[src/hdl/btt_pkg.sv]
package btt_pkg;

	localparam int ELEMENT_BYTES = 4;
	localparam int BUF_PITCH = 16 + 4 / ELEMENT_BYTES;

	localparam int IN_BYTES_W = 40;
	localparam int OUT_BYTES_W = 224;

	typedef enum logic [3:0] {
		REG_HEIGHT      = 4'd0,
		REG_WIDTH       = 4'd1,
		REG_MAGIC_ROWS  = 4'd2,
		REG_SHIFT_ROWS  = 4'd3,
		REG_MAGIC_COLS  = 4'd4,
		REG_SHIFT_COLS  = 4'd5,
		REG_TILE_STRIDE = 4'd6,
		REG_TILE_TOTAL  = 4'd7
	} cfg_reg_t;

	typedef struct packed {
		logic [23:0] height;
		logic [23:0] width;
		logic [31:0] magic_rows;
		logic [4:0]  shift_rows;
		logic [31:0] magic_cols;
		logic [4:0]  shift_cols;
		logic [15:0] tile_stride;
		logic [31:0] tile_total;
		logic [20:0] rows_t;
		logic [20:0] cols_t;
		logic [47:0] hw;
	} cfg_t;

	typedef struct packed {
		logic        active;
		logic [31:0] bat;
		logic [31:0] q1;
		logic [31:0] col;
		logic [7:0]  lane;
	} split_t;

	typedef struct packed {
		logic        tile_active;
		logic [31:0] batch_index;
		logic [19:0] tile_row;
		logic [19:0] tile_col;
		logic [63:0] src_addr;
		logic        src_valid;
		logic [63:0] dst_addr;
		logic        dst_valid;
		logic [8:0]  buffer_write_slot;
		logic [8:0]  buffer_read_slot;
	} result_t;

	function automatic logic [8:0] slot_of(input logic [3:0] major, input logic [3:0] minor);
		logic [8:0] r;
		r = 9'(BUF_PITCH) * {5'b0, major} + {5'b0, minor};
		return r;
	endfunction

endpackage

[src/hdl/btt_cfg.sv]
module btt_cfg
	import btt_pkg::*;
(
	input  logic        clk,
	input  logic        arst_n,
	input  logic        cfg_valid,
	output logic        cfg_ready,
	input  logic [3:0]  cfg_index,
	input  logic [31:0] cfg_data,
	output cfg_t        cfg
);

	logic [23:0] height_q;
	logic [23:0] width_q;
	logic [31:0] magic_rows_q;
	logic [4:0]  shift_rows_q;
	logic [31:0] magic_cols_q;
	logic [4:0]  shift_cols_q;
	logic [15:0] tile_stride_q;
	logic [31:0] tile_total_q;
	logic [20:0] rows_t_q;
	logic [20:0] cols_t_q;
	logic [47:0] hw_q;
	logic [24:0] rows_sum;
	logic [24:0] cols_sum;

	assign cfg_ready = 1'b1;

	always_ff @(posedge clk or negedge arst_n) begin
		if (!arst_n) begin
			height_q      <= 24'd1;
			width_q       <= 24'd1;
			magic_rows_q  <= '0;
			shift_rows_q  <= '0;
			magic_cols_q  <= '0;
			shift_cols_q  <= '0;
			tile_stride_q <= 16'd1;
			tile_total_q  <= '0;
		end else if (cfg_valid && cfg_ready) begin
			case (cfg_index)
				REG_HEIGHT:      height_q      <= cfg_data[23:0];
				REG_WIDTH:       width_q       <= cfg_data[23:0];
				REG_MAGIC_ROWS:  magic_rows_q  <= cfg_data;
				REG_SHIFT_ROWS:  shift_rows_q  <= cfg_data[4:0];
				REG_MAGIC_COLS:  magic_cols_q  <= cfg_data;
				REG_SHIFT_COLS:  shift_cols_q  <= cfg_data[4:0];
				REG_TILE_STRIDE: tile_stride_q <= cfg_data[15:0];
				REG_TILE_TOTAL:  tile_total_q  <= cfg_data;
				default: ;
			endcase
		end
	end

	assign rows_sum = {1'b0, height_q} + 25'd15;
	assign cols_sum = {1'b0, width_q} + 25'd15;

	// derived terms follow the registers in the next cycle
	always_ff @(posedge clk or negedge arst_n) begin
		if (!arst_n) begin
			rows_t_q <= 21'd1;
			cols_t_q <= 21'd1;
			hw_q     <= 48'd1;
		end else begin
			rows_t_q <= rows_sum[24:4];
			cols_t_q <= cols_sum[24:4];
			hw_q     <= {24'b0, height_q} * {24'b0, width_q};
		end
	end

	always_comb begin
		cfg.height      = height_q;
		cfg.width       = width_q;
		cfg.magic_rows  = magic_rows_q;
		cfg.shift_rows  = shift_rows_q;
		cfg.magic_cols  = magic_cols_q;
		cfg.shift_cols  = shift_cols_q;
		cfg.tile_stride = tile_stride_q;
		cfg.tile_total  = tile_total_q;
		cfg.rows_t      = rows_t_q;
		cfg.cols_t      = cols_t_q;
		cfg.hw          = hw_q;
	end

endmodule

[config.mk]
export PLATFORM = sky130hd
export DESIGN_NAME = btt_cfg
export DESIGN_NICKNAME = d
export VERILOG_FILES = /design/src/hdl/btt_pkg.sv /design/src/hdl/btt_cfg.sv
export SDC_FILE = /design/constraint.sdc
export NUM_CORES = 2
export LEC_CHECK = 0
export BUFFER_PORTS_ARGS = -buffer_cell sky130_fd_sc_hd__buf_2
export CAP_MARGIN = 20
export CORE_MARGIN = 2
export CORE_UTILIZATION = 40
export DETAILED_ROUTE_END_ITERATION = 10
export SYNTH_ARGS = -nofsm -noshare
export SYNTH_HDL_FRONTEND = slang
export SYNTH_SLANG_ARGS = --single-unit
export TNS_END_PERCENT = 5
[constraint.sdc]
create_clock -name clk -period 9.6 [get_ports clk]
set_input_delay 0.48 -clock clk [delete_from_list [all_inputs] [get_ports clk]]
set_output_delay 0.48 -clock clk [all_outputs]
set_load 0.05 [all_outputs]
==> impl_metrics.py <==
metrics = {
    "run_status": {
        "status": "complete, no violations",
    },
    "clock_tree": {
        "numCtsBuffers": 30,
        "clock-sinks": 260,
        "htreeDepth": 1,
        "root_buffer": "clkbuf_16",
        "clk_latency_ns": 0.60,
        "cts_tree": "yes",
        "clkTransAtPathRegs_ns": 0.06,
        "post_cts_resized": 0,
        "clockBufferDepth": 3,
    },
    "timing": {
        "fmax_mhz": 132,
        "drv_slew": 0,
        "layout_worst_path_cycle_share_pct": 78.7,
        "final-setup-viol-count": 0,
        "rsz0062_at_grt": "no",
        "finClkSkew_ns": 0.0353,
        "slew_headroom_pct": 26.0,
        "fin_hold_ws_ns": 0.138,
        "layout_setup_ws_ns": 2.04,
        "hold_viol_final": 0,
        "tightest_slew_ns": 1.11,
        "setup_tns_ns": 0,
        "finalWorstPathRequiredPeriod_ns": 7.56,
    },
    "setup_path": {
        "critPathCapture": "hw_q[47]$_DFF_PN0_",
        "crit_type": "reg2reg",
        "end_kind": "flop",
        "start_kind": "flop",
        "cp_max_fo": 29,
        "cp-startpoint": "height_q[9]$_DFFE_PN0P_",
        "r2r_start": "height_q[9]$_DFFE_PN0P_",
        "reg2regPathDepth": 22,
        "r2r_end": "hw_q[47]$_DFF_PN0_",
        "reg2reg_slack_ns": 2.04,
        "required_ns": 10.05,
        "crit_arrival_ns": 8.01,
    },
    "global_routing": {
        "grt_pass1_vias": 20500,
        "grt_max_degree": 169,
        "antenna_found_initial": 1,
        "grtUsageTotal_pct": 20.8,
        "overflow": 0,
        "grt_pass1_wl_mm": 119,
    },
    "route": {
        "drc": 0,
        "vias_per_cell": 4.96,
        "drtPass1Iterations": 4,
        "drtIter0Drc": 1015,
        "vias": 19800,
        "routedWlPerCell_um": 19.0,
        "ant_nets": 0,
        "wirelength_mm": 75.6,
    },
    "synth": {
        "synthFlopType": "dfrtp_1",
        "ys_ff_latch": 260,
        "synth_cell_type_count": 67,
        "avgSynthCellArea_um2": 10.2,
        "synth_edf_count": 0,
        "synth_seq_area_share_pct": 22.8,
        "synth_area_mm2": 0.0286,
        "ys.warnings.count": 0,
        "synth_cells": 2804,
        "ys_async_sr_fraction_pct": 100,
        "syn-num-nets": 3499,
    },
    "cells_and_area": {
        "final_layout_size_suffix_gt1_share_pct": 19.2,
        "area_growth_pct": 11.9,
        "diodes": 0,
        "final_cell_mix": "549 x inv_1, 482 x fa_1, 331 x nand2_1",
        "nNetsFinal": 3700,
        "final_common_cell": "inv_1",
    },
    "worst_hold_path": {
        "hp-class": "in2reg",
        "min_from": "cfg_data[31]",
    },
    "floorplan": {
        "initial_core_util_pct": 40.2,
        "core_area_mm2": 0.0711,
        "ios": 300,
        "rows": 98,
        "die_y_um": 271,
        "fp.dieArea_mm2": 0.0737,
        "die_x_um": 271,
    },
    "run": {
        "cap_viol_max_count": 0,
    },
    "placement": {
        "place_congestion": 0.851,
        "hpwl_mm": 58.7,
        "port_buffers": 298,
        "dp_slack_ns": 2.14,
    },
}
==> kinds of logic (layout without fill, tap and decap cells) <==
kind of cell	after synthesis	in the layout	share of synthesized area [%]
XOR/XNOR	80	80	2.45
AO/OA/AOI/OAI	143	143	3.28
multiplexers	171	171	6.72
adder cells (fa/ha/maj)	656	656	41.3
other	1	1	0.0131
buffers and inverters	723	948	9.58
AND/OR/NAND/NOR	770	770	13.9
flip-flops	260	260	22.8
==> final cells by class <==
cell class,count,area [um^2]
inverter,549,2060
clock buffer,39,836
timing repair buffer,343,1890
clock inverter,17,163
tap,950,1190
sequential,260,6510
fill,6854,39100
multi-input combinational,1821,19400
==> registers in the layout, indices dropped and copies added (netlist names) <==
| register | count |
|---|---|
| magic_cols_q | 32 |
| height_q | 24 |
| shift_cols_q | 5 |
| hw_q | 48 |
| magic_rows_q | 32 |
| tile_stride_q | 16 |
| cols_t_q | 21 |
| rows_t_q | 21 |
| tile_total_q | 32 |
| shift_rows_q | 5 |
| width_q | 24 |
==> Yosys cell counts (3+ instances only) <==
master	n	share of area, %
o31ai_1	4	0.10
nand3_1	15	0.26
mux2_2	163	6.4
nand2b_1	4	0.087
clkbuf_1	143	1.9
nand2_1	331	4.3
nand4_1	14	0.31
buf_1	20	0.26
nand3b_1	3	0.079
and4_4	3	0.12
fa_1	482	34
or3_1	5	0.11
nor3b_1	3	0.079
nor2b_1	4	0.087
o211ai_1	5	0.13
o21ai_1	7	0.12
o21a_1	7	0.18
xor2_1	37	1.1
inv_1	549	7.2
and4_1	11	0.34
and3_1	7	0.15
nor2_1	38	0.50
mux2_1	7	0.28
ha_1	174	7.6
buf_2	7	0.12
a221oi_1	3	0.092
dfstp_2	6	0.55
o21bai_1	4	0.10
a21boi_0	3	0.079
and2_1	310	6.8
nor3_1	7	0.12
xnor2_1	43	1.3
a211oi_1	3	0.079
dfrtp_1	254	22
o21ai_0	16	0.28
a21o_1	23	0.60
a21oi_1	48	0.84
==> stage by stage <==
stage,instance area (um^2),util [%],cells
after floorplan,28600,-,2804
after global placement,31000,43.5,3920
final,32000,45.0,3979
after CTS,32000,45.0,3978
after detailed placement,31000,43.6,3921
after global routing,32000,45.0,3979
==> routing by layer <==
metal	track usage, %	vias to the layer above	share of wire (%)
met2	38.2	405	54
met4	6.16	0	3.3
met5	0	-	0
met3	1.76	130	3.5
met1	26.1	10400	39
li1	-	8838	-
==> critical path, stage by stage, from the launching register on <==
cell and delay [ns]:
dfrtp_1 1.05, and2_1 0.27, fa_1 0.45, fa_1 0.53, inv_1 0.08, fa_1 0.49, inv_1 0.05, fa_1 0.49
inv_1 0.05, fa_1 0.53, inv_1 0.05, fa_1 0.47, inv_1 0.05, fa_1 0.47, inv_1 0.04, ha_1 0.41
nand4_1 0.12, a2111oi_0 0.59, o311a_1 0.45, nor3_2 0.11, nor4b_1 0.38, or4_1 0.17, nand4_1 0.07
==> worst min-delay path by stage <==
stage / cells after the start / endpoint / slack [ns]
floorplan: 0 / cols_t_q[10]$_DFF_PN0_ / 0.18
global placement: 1 / magic_cols_q[25]$_DFFE_PN0P_ / 0.47
detailed placement: 1 / magic_cols_q[11]$_DFFE_PN0P_ / 0.48
CTS: 2 / magic_rows_q[31]$_DFFE_PN0P_ / 0.10
global route: 2 / magic_rows_q[31]$_DFFE_PN0P_ / 0.12
finish: 2 / magic_rows_q[31]$_DFFE_PN0P_ / 0.14
==> timing repair <==
| action | CTS | global route |
|---|---|---|
| hold buffers | 1 | 0 |
| setup buffers | 0 | 0 |
| endpoints found under the hold margin | 89 | 0 |
Power is not shown: default switching activity piles up to over one toggle a cycle in this logic, so the estimate is an artifact.
